## config.mk

```make
export PLATFORM = sky130hd
export DESIGN_NAME = obl_ctrl
export DESIGN_NICKNAME = d
export VERILOG_FILES = /design/src/obl_pkg.sv /design/src/obl_ctrl.sv
export SDC_FILE = /design/constraint.sdc
export NUM_CORES = 1
export LEC_CHECK = 0
export BUFFER_PORTS_ARGS = -buffer_cell sky130_fd_sc_hd__buf_2
export CAP_MARGIN = 20
export CORE_AREA = 2 2 39 41
export DETAILED_ROUTE_END_ITERATION = 12
export DIE_AREA = 0 0 41 43
export GPL_TIMING_DRIVEN = 0
export SKIP_CTS_REPAIR_TIMING = 1
export SYNTH_ARGS = -nofsm -noshare
export SYNTH_HDL_FRONTEND = slang
export SYNTH_SLANG_ARGS = --single-unit
```

## constraint.sdc

```tcl
create_clock -name clk_i -period 1.7 [get_ports clk_i]
set_clock_uncertainty 0.15 [all_clocks]
set_input_delay 0.085 -clock clk_i [delete_from_list [all_inputs] [get_ports clk_i]]
set_output_delay 0.085 -clock clk_i [all_outputs]
set_load 0.1 [all_outputs]
```

## src/obl_pkg.sv

```systemverilog
`timescale 1ns / 1ps
`default_nettype none
// ----------------------------------------------------------------------------
// obl_pkg: shared types and constants of the order book price level unit
// Sizes, message and status codes, sequencer states, controller bundles.
// ----------------------------------------------------------------------------
package obl_pkg;

  localparam int ORDER_SLOTS  = 65536;   // power of two
  localparam int PRICE_LEVELS = 1024;    // power of two, at least 16

  localparam int ID_W   = $clog2(ORDER_SLOTS);
  localparam int CNT_W  = ID_W + 1;
  localparam int LVL_W  = $clog2(PRICE_LEVELS);
  // occupancy bitmap is split in groups of words for a two step search
  localparam int NGRP   = (PRICE_LEVELS >= 64) ? PRICE_LEVELS / 32 : 2;
  localparam int GRP_SZ = PRICE_LEVELS / NGRP;
  localparam int GIW    = $clog2(NGRP);
  localparam int BIW    = $clog2(GRP_SZ);
  localparam int ENC_W  = (NGRP > GRP_SZ) ? NGRP : GRP_SZ;
  localparam int ENC_IW = $clog2(ENC_W);
  localparam int CLR_N  = (ORDER_SLOTS > 2 * PRICE_LEVELS) ? ORDER_SLOTS : 2 * PRICE_LEVELS;
  localparam int CLR_W  = $clog2(CLR_N);

  typedef enum logic [1:0] {OP_NEW, OP_DEL, OP_MOD, OP_TRADE} op_e;

  typedef enum logic [2:0] {
    ST_OK, ST_DUP, ST_PRICE, ST_ZERO, ST_NOTFOUND, ST_EXCEEDS, ST_WINDOW
  } status_e;

  typedef enum logic [3:0] {
    S_CLEAR, S_IDLE, S_ORD, S_EVAL, S_L1RD, S_L1WR, S_L2RD, S_L2WR,
    S_GRP, S_IDX, S_BRD, S_ARD, S_RES
  } state_e;

  typedef enum logic [1:0] {LV_OP1, LV_OP2, LV_BID, LV_ASK} lvl_sel_e;

  typedef struct packed {
    logic        vld;
    logic        side;
    logic [31:0] price;
    logic [31:0] qty;
  } ord_t;

  typedef struct packed {
    logic             en;
    logic             add;
    logic             side;
    logic [LVL_W-1:0] idx;
    logic [31:0]      amt;
  } lvl_op_t;

  typedef struct packed {
    logic     clr;
    logic     cap_in;
    logic     eval;
    lvl_sel_e lvl_sel;
    logic     lvl_wr;
    logic     best_grp;
    logic     best_idx;
    logic     bid_cap;
    logic     load_out;
  } cmd_t;

  typedef struct packed {
    logic clr_done;
  } sts_t;

  // index of the highest set bit
  function automatic logic [ENC_IW-1:0] enc_hi(logic [ENC_W-1:0] v);
    logic [ENC_IW-1:0] r;
    r = '0;
    for (int i = 0; i < ENC_W; i++) begin
      if (v[i]) r = ENC_IW'(i);
    end
    return r;
  endfunction

  // index of the lowest set bit
  function automatic logic [ENC_IW-1:0] enc_lo(logic [ENC_W-1:0] v);
    logic [ENC_IW-1:0] r;
    r = '0;
    for (int i = ENC_W - 1; i >= 0; i--) begin
      if (v[i]) r = ENC_IW'(i);
    end
    return r;
  endfunction

endpackage
`default_nettype wire

```

## src/obl_ctrl.sv

```systemverilog
`timescale 1ns / 1ps
`default_nettype none
// ----------------------------------------------------------------------------
// obl_ctrl: sequencer of the order book price level unit
// Steps each transaction through lookup, level updates, best search, result.
// ----------------------------------------------------------------------------
module obl_ctrl (
  input  wire logic          clk_i,
  input  wire logic          rst_ni,
  input  wire logic          in_valid_i,
  output logic               in_ready_o,
  output logic               out_valid_o,
  input  wire logic          out_ready_i,
  input  wire obl_pkg::sts_t sts_i,
  output obl_pkg::cmd_t      cmd_o
);
  import obl_pkg::*;

  state_e state_q, state_d;
  logic   out_vld_q;

  always_ff @(posedge clk_i or negedge rst_ni) begin
    if (!rst_ni) begin
      state_q   <= S_CLEAR;
      out_vld_q <= 1'b0;
    end else begin
      state_q <= state_d;
      if (cmd_o.load_out) out_vld_q <= 1'b1;
      else if (out_ready_i) out_vld_q <= 1'b0;
    end
  end

  always_comb begin
    state_d = state_q;
    cmd_o   = '0;
    unique case (state_q)
      S_CLEAR: begin
        cmd_o.clr = 1'b1;
        if (sts_i.clr_done) state_d = S_IDLE;
      end
      S_IDLE: begin
        cmd_o.cap_in = in_valid_i;
        if (in_valid_i) state_d = S_ORD;
      end
      S_ORD:  state_d = S_EVAL;
      S_EVAL: begin
        cmd_o.eval = 1'b1;
        state_d    = S_L1RD;
      end
      S_L1RD: begin
        cmd_o.lvl_sel = LV_OP1;
        state_d       = S_L1WR;
      end
      S_L1WR: begin
        cmd_o.lvl_sel = LV_OP1;
        cmd_o.lvl_wr  = 1'b1;
        state_d       = S_L2RD;
      end
      S_L2RD: begin
        cmd_o.lvl_sel = LV_OP2;
        state_d       = S_L2WR;
      end
      S_L2WR: begin
        cmd_o.lvl_sel = LV_OP2;
        cmd_o.lvl_wr  = 1'b1;
        state_d       = S_GRP;
      end
      S_GRP: begin
        cmd_o.best_grp = 1'b1;
        state_d        = S_IDX;
      end
      S_IDX: begin
        cmd_o.best_idx = 1'b1;
        state_d        = S_BRD;
      end
      S_BRD: begin
        cmd_o.lvl_sel = LV_BID;
        state_d       = S_ARD;
      end
      S_ARD: begin
        cmd_o.lvl_sel = LV_ASK;
        cmd_o.bid_cap = 1'b1;
        state_d       = S_RES;
      end
      S_RES: begin
        // keep the ask level addressed so its read data holds while stalled
        cmd_o.lvl_sel = LV_ASK;
        if (!out_vld_q || out_ready_i) begin
          cmd_o.load_out = 1'b1;
          state_d        = S_IDLE;
        end
      end
      default: state_d = S_CLEAR;
    endcase
  end

  assign in_ready_o  = (state_q == S_IDLE);
  assign out_valid_o = out_vld_q;

endmodule
`default_nettype wire

```

==> results of run 1 <==
## cells in the final DEF, fill, tap and decap left out, drive strengths merged
| master | synthesis | final |
|---|---|---|
| buf | 4 | 23 |
| nor3 | 5 | 5 |
| dfrtp | 5 | 5 |
| a21oi | 4 | 4 |
| clkbuf | 0 | 4 |
| nand2 | 4 | 4 |
| o21ai | 3 | 3 |
| nor2 | 3 | 3 |
| mux2 | 2 | 2 |
| nor2b | 2 | 2 |
| o31ai | 2 | 2 |
| inv | 2 | 2 |
| nand2b | 1 | 1 |
| or2 | 1 | 1 |
| and2 | 1 | 1 |
| nor3b | 1 | 1 |
| nor4b | 1 | 1 |
| a311oi | 1 | 1 |
| a211oi | 1 | 1 |
| nor4 | 1 | 1 |
| or3 | 1 | 1 |
| o21bai | 1 | 1 |
| dlygate4sd3 | 0 | 1 |
## cell families (layout without fill, tap and decap cells)
kind of cell	after synthesis	after routing
muxes	2	2
and+or+nand+nor	21	21
buffers and inverters	6	30
DFF	5	5
AOI/OAI and AO/OA	12	12
## metrics by stage
stage                util  setup WS, ps  hold slack [ps]  instances
floorplan               -          -431             -361         46
global placement    0.426          -191             -249         78
detailed placement  0.426          -178             -246         78
CTS                 0.445          -455             -512         82
global route        0.583          -260             40.9         86
finish              0.583          -203             32.9         86
## final cells by class
| cell class | instances | area (µm²) |
|---|---|---|
| clock buffers | 4 | 26.3 |
| repair buffers | 20 | 243 |
| inverters | 2 | 7.51 |
| multi-input cells | 35 | 328 |
| plain buffers | 4 | 50.0 |
| well taps | 16 | 20.0 |
| fillers | 109 | 577 |
| flip-flops and latches | 5 | 133 |
## critical path, stage by stage (launching register included)
cell and delay, ps:
dfrtp_2 450, or2_1 240, buf_6 140, mux2_4 270, a21oi_4 140, buf_12 190
## metal layers
metal / global-route usage / wire length [µm] / vias up
met2: 0.197 / 555 / 15
li1: - / - / 215
met1: 0.189 / 434 / 201
met4: 0.0800 / 19 / 0
met5: 0 / 0 / -
met3: 0.0785 / 54 / 4
## sequential cells by signal (all words and copies together) (netlist names)
signal / count
out_valid_o: 1
state_q: 4
## final timing paths
| path | startpoint | endpoint | slack, ps | depth (start not counted) |
|---|---|---|---|---|
| worst min-delay path | rst_ni | state_q[3]$_DFFE_PN0P_ | 30 | 2 |
| max in group asynchronous | rst_ni | out_valid_o$_DFFE_PN0P_ | 1220 | 2 |
| min in group clk_i | out_ready_i | out_valid_o$_DFFE_PN0P_ | 30 | 3 |
| worst max register to register | state_q[3]$_DFFE_PN0P_ | state_q[0]$_DFFE_PN0P_ | 270 | 4 |
| worst min register to register | state_q[0]$_DFFE_PN0P_ | state_q[1]$_DFFE_PN0P_ | 500 | 2 |
| worst max-delay path | state_q[0]$_DFFE_PN0P_ | cmd_o[5] | -200 | 5 |
==> summary.md, run 1 <==
| Metric | Value |
|---|---|
| Detail Placement HPWL | `~700 µm` |
| Fmax | `roughly 530 MHz` |
| Overflow after GRT | `0` |
| I/O pin cnt | `17` |
| Top cell type by total area after synthesis | `dfrtp_1` |
| Worst-Skew Late Latency | `250 ps` |
| Hold crit path type | `input port to asynchronous set/reset pin` |
| Synth top area cells | `dfrtp_1 (33%), nor3_1 (6.7%), a21oi_1 (4.0%)` |
| Iteration-0 DRC Markers | `9` |
| Syn Inst Count | `46` |
| Vias | `~440` |
| Failing checks | `negative setup slack` |
| Chip height | `43 µm` |
| CTS max path bufs | `2` |
| Setup Crit Path Kind | `register to output port` |
| Layout cells sized above 1 | `0.671` |
| Number of global-route vias before repair | `approximately 370` |
| Detailed Routing Iterations Pass 1 | `4` |
| Largest net degree at the start of global routing | `11` |
| Worst endpoint data arrival time | `1670 ps` |
| Most frequent cells after synthesis | `dfrtp_1 (5), nor3_1 (5), nand2_1 (4)` |
| DRT Wirelength | `1.06 mm` |
| Finished Cell Area | `807 µm²` |
| Register area share after synthesis | `0.334` |
| Core area | `about 1400 µm²` |
| Setup ws final | `-203 ps` |
| Initial antenna violation count | `0` |
| Tcrit/Tclk final | `1.12` |
| Startpoint Class | `register` |
| Chip Width | `between 40 and 50 µm` |
| Final setup fails | `5` |
| FFs w/ async S/R, synth | `1.00` |
| Largest family of logic cells by synthesized area | `simple AND/OR/NAND/NOR gates` |
| Slew Viols, Final | `0` |
| H-tree Lvls | `1` |
| Sink Count | `5` |
| Syn_nets | `51` |
| Hold Vio Cnt, Final | `0` |
| Post-synthesis mux area share | `0.0702` |
| Post-synth top flop | `dfrtp_1` |
| Crit-path max FO | `8` |
| # rows | `14` |
| Netlist cell types | `25` |
| Slew HR | `0.679` |
| Synth top area share | `0.334` |
| Post-route ant nets | `0` |
| Root buffer cell | `clkbuf_4` |
| RSZ-0062 raised after global routing | `true` |
| Post-synthesis adder-cell area fraction | `0` |
| First-pass GRT wire length | `1.69 mm` |
| Initial cell density of the core | `0.270` |
| Simple-gate share of the synthesized area | `0.298` |
| Worst-margin pin slew | `between 400 and 500 ps` |
| GPL Wtd Cong | `0.753` |
| Vias/cell | `5.06` |
| Mapped Area | `approximately 370 µm²` |
| Diode count | `0` |
| Ys Warns | `0` |
| Worst EP required | `roughly 1500 ps` |
| Clk pin slew, worst setup/hold paths | `40 ps` |
| Crit path time final | `1900 ps` |
| Kind of end point of the critical path | `output port` |
| Layout area overhead | `116%` |
| Fin Setup TNS | `-622 ps` |
| WL/cell | `12.4 µm` |
| Xor/xnor cell area share of the yosys netlist | `0` |
| DP Area | `slightly below 600 µm²` |
| DRC viols | `0` |
| Status | `finished with violations` |
| Num CTS Buffers | `3` |
| Compound-gate portion of the synthesized area | `0.207` |
| CTS tree | `done` |
| Die area | `between 1500 and 2000 µm²` |
| Syn avg cell area | `8.13 µm²` |
| EDFF count, synth | `0` |
| Synth Register Bits | `5` |
| Max-Cap Viols | `0` |
| Number of port buffers | `16` |
| Tot GR Track Use | `0.149` |
| Layout Nets | `76` |
Power of run 1 is not shown: default switching activity piles up to over one toggle a cycle in this logic, so the estimate is an artifact.
==> inputs of run 2 (changes only) <==
--- a/config.mk
+++ b/config.mk
@@ -5,6 +5,7 @@
 export SDC_FILE = /design/constraint.sdc
 export NUM_CORES = 1
 export LEC_CHECK = 0
+export ABC_AREA = 1
 export BUFFER_PORTS_ARGS = -buffer_cell sky130_fd_sc_hd__buf_2
 export CAP_MARGIN = 20
 export CORE_AREA = 2 2 39 41
==> run 2 against run 1 <==
  * The run now ends clean
  * First-iteration DRC count fell by 67%
  * Area after synthesis fell by 12%
  * Sequential cell count did not move
  * Synthesized cell count rose by 8.7%
  * Final area fell by 24%
  * Die area did not move
  * Clock-buffer cell count did not move
  * Worst hold slack improved by 10 ps
  * Fmax rose by 17%
  * Via count fell by 12%
  * Highest routed layer is now met3
  * Routed wire length fell by 18%
==> summary.md, run 2 <==
| Metric | Value |
|---|---|
| Max reg flops | `4` |
| Register area share after synthesis | `0.382` |
| Hold Vio Cnt, Final | `0` |
| Placed instance count | `82` |
| Layout Nets | `78` |
| Clk pin slew, worst setup/hold paths | `approximately 40 ps` |
| Diode count | `0` |
| Finished Cell Area | `611 µm²` |
| Layout cells sized above 1 | `0.556` |
| Reg2Reg Depth | `4` |
| Startpoint Class | `register` |
| Initial antenna violation count | `0` |
| Syn_nets | `55` |
| Die area | `1760 µm²` |
| Setup ws final | `73.9 ps` |
| Commonest cells after routing, fill and taps aside | `inv_1 (7), buf_2 (6), nor2_1 (5), clkbuf_4 (5), buf_6 (5)` |
| Final setup fails | `0` |
| Number of global-route vias before repair | `355` |
| DRT Wirelength | `872 µm` |
| Synth top area cells | `dfrtp_1 (38%), nor2_1 (13%), inv_1 (9.2%)` |
| Worst EP required | `1460 ps` |
| Kind of end point of the critical path | `output port` |
| Slew HR | `0.681` |
| Setup Slack @ Placement | `-26.5 ps` |
| Synth Register Bits | `5` |
| Vias | `383` |
| Most frequent cell after synthesis | `nor2_1` |
| Hold crit path type | `input port to asynchronous set/reset pin` |
| Crit-path max FO | `6` |
| Netlist cell types | `13` |
| EDFF count, synth | `0` |
| Detail Placement HPWL | `699 µm` |
| Worst endpoint data arrival time | `1390 ps` |
| H-tree Lvls | `1` |
| Fin Hold WS | `43.4 ps` |
| Root buffer cell | `clkbuf_4` |
| Post-route ant nets | `0` |
| WL/cell | `approximately 9.9 µm` |
| Crit path time final | `1630 ps` |
| Mapped Area | `328 µm²` |
| Top cell type by total area after synthesis | `dfrtp_1` |
| First-pass GRT wire length | `between 1 and 1.5 mm` |
| DP Area | `502 µm²` |
| Setup Crit Path Kind | `register to output port` |
| Slew Viols, Final | `0` |
| Num CTS Buffers | `3` |
| Largest Register | `state_q` |
| Overflow after GRT | `0` |
| Number of port buffers | `16` |
| Chip height | `between 40 and 50 µm` |
| FFs w/ async S/R, synth | `1.00` |
| Worst-Skew Late Latency | `230 ps` |
| DRC viols | `0` |
| Initial cell density of the core | `0.237` |
| Max-Cap Viols | `0` |
| Vias/cell | `roughly 4.4` |
| Status | `finished, final reports clean` |
| Core area | `1380 µm²` |
| Fin cells | `88` |
| Most common cell after layout, fill and taps aside | `inv_1` |
| Syn avg cell area | `6.56 µm²` |
| Layout area overhead | `86.3%` |
| I/O pin cnt | `17` |
| Tot GR Track Use | `0.106` |
| Largest net degree at the start of global routing | `8` |
| Chip Width | `41 µm` |
| Post-synth top flop | `dfrtp_1` |
| GPL Wtd Cong | `0.750` |
| Fmax | `615 MHz` |
| CTS tree | `done` |
| Worst-margin pin slew | `482 ps` |
| Syn Inst Count | `50` |
| Ys Warns | `0` |
| Detailed Routing Iterations Pass 1 | `3` |
| Sink Count | `5` |
| Synth top area share | `0.382` |
| CTS max path bufs | `2` |
| Iteration-0 DRC Markers | `3` |
| # rows | `14` |
| Tcrit/Tclk final | `0.957` |
| Most frequent cells after synthesis | `nor2_1 (11), inv_1 (8), nand2_1 (7), dfrtp_1 (5), o21ai_0 (5)` |
-- run 2: changes by cell type in the layout (fill, tap and decap cells not counted), sizes merged, moves of 3 or more --
cell / delta
nand3: +4
inv: +7
nand2: +4
buf: -9
nor2: +10
nor3: -3
-- run 2: worst paths after layout --
path / end / from / slack [ps]
setup / recovery: cmd_o[0] / state_q[3]$_DFFE_PN0P_ / 70
hold / removal: state_q[2]$_DFFE_PN0P_ / rst_ni / 40
setup reg to reg: out_valid_o$_DFFE_PN0P_ / state_q[3]$_DFFE_PN0P_ / 460
hold reg to reg: out_valid_o$_DFFE_PN0P_ / out_valid_o$_DFFE_PN0P_ / 400
max in group asynchronous: state_q[3]$_DFFE_PN0P_ / rst_ni / 1220
min in group clk_i: state_q[0]$_DFFE_PN0P_ / in_valid_i / 60
-- run 2: stage by stage --
step	util	TNS, ps
after floorplan	-	-369
after global placement	0.363	-1.66
after detailed placement	0.363	-26.5
after CTS	0.382	-1520
after global routing	0.441	-0.334
final	0.441	0
-- run 2: layer usage --
layer  global-route usage  vias up  wire length, µm
met5                    0        -                0
met4               0.0800        0                0
met3               0.0157        0               29
met2                0.200        9              519
met1               0.0855      173              324
li1                     -      201                -
-- run 2: critical path: stages, from the launching register on --
cell	delay [ps]
dfrtp_2	450
nand2_1	130
inv_1	120
nand2_2	120
nor2_4	140
buf_8	200
-- run 2: kinds of logic (layout without fill, tap and decap cells) --
logic type,after synthesis,in the layout,synth area share
simple gates,28,28,0.393
buf+inv,9,31,0.103
compound gates,8,8,0.122
flops,5,5,0.382
-- run 2: layout make-up --
cell class | instances | area (µm²)
Inverter | 9 | 33.8
Clock buffer | 4 | 26.3
Sequential cell | 5 | 128
Timing Repair Buffer | 18 | 151
Multi-Input combinational cell | 36 | 251
Tap cell | 16 | 20.0
Fill cell | 154 | 773
Power of run 2 is left out for the same reason.
==> inputs of run 3 (changes only) <==
--- a/config.mk
+++ b/config.mk
@@ -12,6 +12,7 @@
 export DETAILED_ROUTE_END_ITERATION = 12
 export DIE_AREA = 0 0 41 43
 export GPL_TIMING_DRIVEN = 0
+export MAX_ROUTING_LAYER = met4
 export SKIP_CTS_REPAIR_TIMING = 1
 export SYNTH_ARGS = -nofsm -noshare
 export SYNTH_HDL_FRONTEND = slang
==> run 3 against run 2 <==
  * Sequential cell count unchanged
  * Routed wire length rose by 0.34%
  * First-iteration DRC count fell by 100%
  * Fmax decreased by 0.11%
  * Setup slack worse by 1.8 ps
  * Final area did not move
  * Die area did not move
  * Final cell count stayed put
  * Global-route usage rose by 0.26 points
  * Critical endpoint unchanged
==> summary.md, run 3 (synthesis results as in run 2) <==
| Metric | Value |
|---|---|
| Status | `finished, final reports clean` |
| Num CTS Buffers | `3` |
| Setup Slack @ Placement | `-26.5 ps` |
| Vias/cell | `approximately 4.3` |
| Setup ws final | `a little over 70 ps` |
| Finished Cell Area | `611 µm²` |
| Worst endpoint data arrival time | `1390 ps` |
| Die area | `about 1800 µm²` |
| Reg2Reg Depth | `4` |
| Chip Width | `41 µm` |
| Vias | `381` |
| Largest net degree at the start of global routing | `8` |
| Reg-to-Reg End | `out_valid_o$_DFFE_PN0P_` |
| Met1 Use GR | `0.0855` |
| Worst-margin pin slew | `482 ps` |
| Detail Placement HPWL | `699 µm` |
| Crit-path max FO | `6` |
| GRT busiest layer | `met2` |
| Post-route ant nets | `0` |
| DP Area | `502 µm²` |
| First-pass GRT wire length | `approximately 1.2 mm` |
| Core area | `1380 µm²` |
| Detailed Routing Iterations Pass 1 | `1` |
| Slew Viols, Final | `0` |
| M3 GR Usage | `0.0157` |
| Worst EP required | `between 1000 and 1500 ps` |
| FF-to-FF Start | `state_q[3]$_DFFE_PN0P_` |
| Layout cells sized above 1 | `0.556` |
| Reg2reg setup slack | `460 ps` |
| Iteration-0 DRC Markers | `0` |
| I/O pin cnt | `17` |
| DRC viols | `0` |
| Kind of end point of the critical path | `output port` |
| Hold crit path type | `input port to asynchronous set/reset pin` |
| CTS tree | `done` |
| Crit path time final | `1630 ps` |
| GPL Wtd Cong | `0.760` |
| Number of port buffers | `16` |
| DRT Wirelength | `around 880 µm` |
| Root buffer cell | `clkbuf_4` |
| # rows | `14` |
| Layout area overhead | `86.3%` |
| Overflow after GRT | `0` |
| WL/cell | `9.94 µm` |
| M2 GR Usage | `0.200` |
| Hold Vio Cnt, Final | `0` |
| Fmax | `614 MHz` |
| Initial cell density of the core | `0.237` |
| Post-route core utilization | `0.441` |
| Layout Nets | `78` |
| Clk pin slew, worst setup/hold paths | `40 ps` |
| Worst-Skew Late Latency | `230 ps` |
| Slew HR | `0.681` |
| Chip height | `43 µm` |
| Largest Register | `state_q` |
| CTS max path bufs | `2` |
| Tot GR Track Use | `0.109` |
| Max-Cap Viols | `0` |
| H-tree Lvls | `1` |
| FILL cells | `~150` |
| Most common cell after layout, fill and taps aside | `inv_1` |
| Setup Crit Path Kind | `register to output port` |
| Initial antenna violation count | `0` |
| Final setup fails | `0` |
| Number of global-route vias before repair | `355` |
| Tcrit/Tclk final | `0.958` |
| Diode count | `0` |
| Commonest cells after routing, fill and taps aside | `inv_1 (7), buf_2 (6), nor2_1 (5), clkbuf_4 (5), buf_6 (5)` |
| Sink Count | `5` |
| Startpoint Class | `register` |
| Max reg flops | `4` |
-- run 3: cell counts in the layout (fill, tap and decap cells not counted) --
No cell type changed its count.
-- run 3: final cells by class --
type                            instances  area, µm²  area share
Inverter                                9       33.8      0.0553
Sequential cell                         5        128       0.209
Clock buffer                            4       26.3      0.0430
Tap cell                               16       20.0      0.0328
Multi-Input combinational cell         36        251       0.412
Timing Repair Buffer                   18        151       0.248
-- run 3: worst max-delay path by stage --
stage,start,slack (ps),endpoint,cells after the start
6_report,state_q[3]$_DFFE_PN0P_,70,cmd_o[0],5
5_1_grt,state_q[0]$_DFFE_PN0P_,-0.3,cmd_o[8],5
4_1_cts,state_q[3]$_DFFE_PN0P_,-280,cmd_o[0],5
3_5_place_dp,state_q[3]$_DFFE_PN0P_,-30,cmd_o[0],5
3_3_place_gp,state_q[3]$_DFFE_PN0P_,-2,cmd_o[0],5
2_1_floorplan,state_q[3]$_DFFE_PN0P_,-80,cmd_o[7],3
-- run 3: critical path, cell delays in order (launching register included) --
cell and delay (ps):
dfrtp_2 450, nand2_1 130, inv_1 120, nand2_2 120, nor2_4 140, buf_8 200
-- run 3: routing by layer --
metal	part of all wire	wire length, µm
met1	0.37	324
met2	0.60	522
met3	0.033	29
met4	0	0
met5	0	0
-- run 3: per-stage QoR --
stage | hold WS [ps] | instances | TNS [ps]
after floorplan | -361 | 50 | -369
after global placement | -251 | 82 | -1.66
after detailed placement | -249 | 82 | -26.5
after CTS | -501 | 86 | -1520
after global routing | 45.5 | 88 | -0.334
final | 43.7 | 88 | 0
Power of run 3 is left out for the same reason.
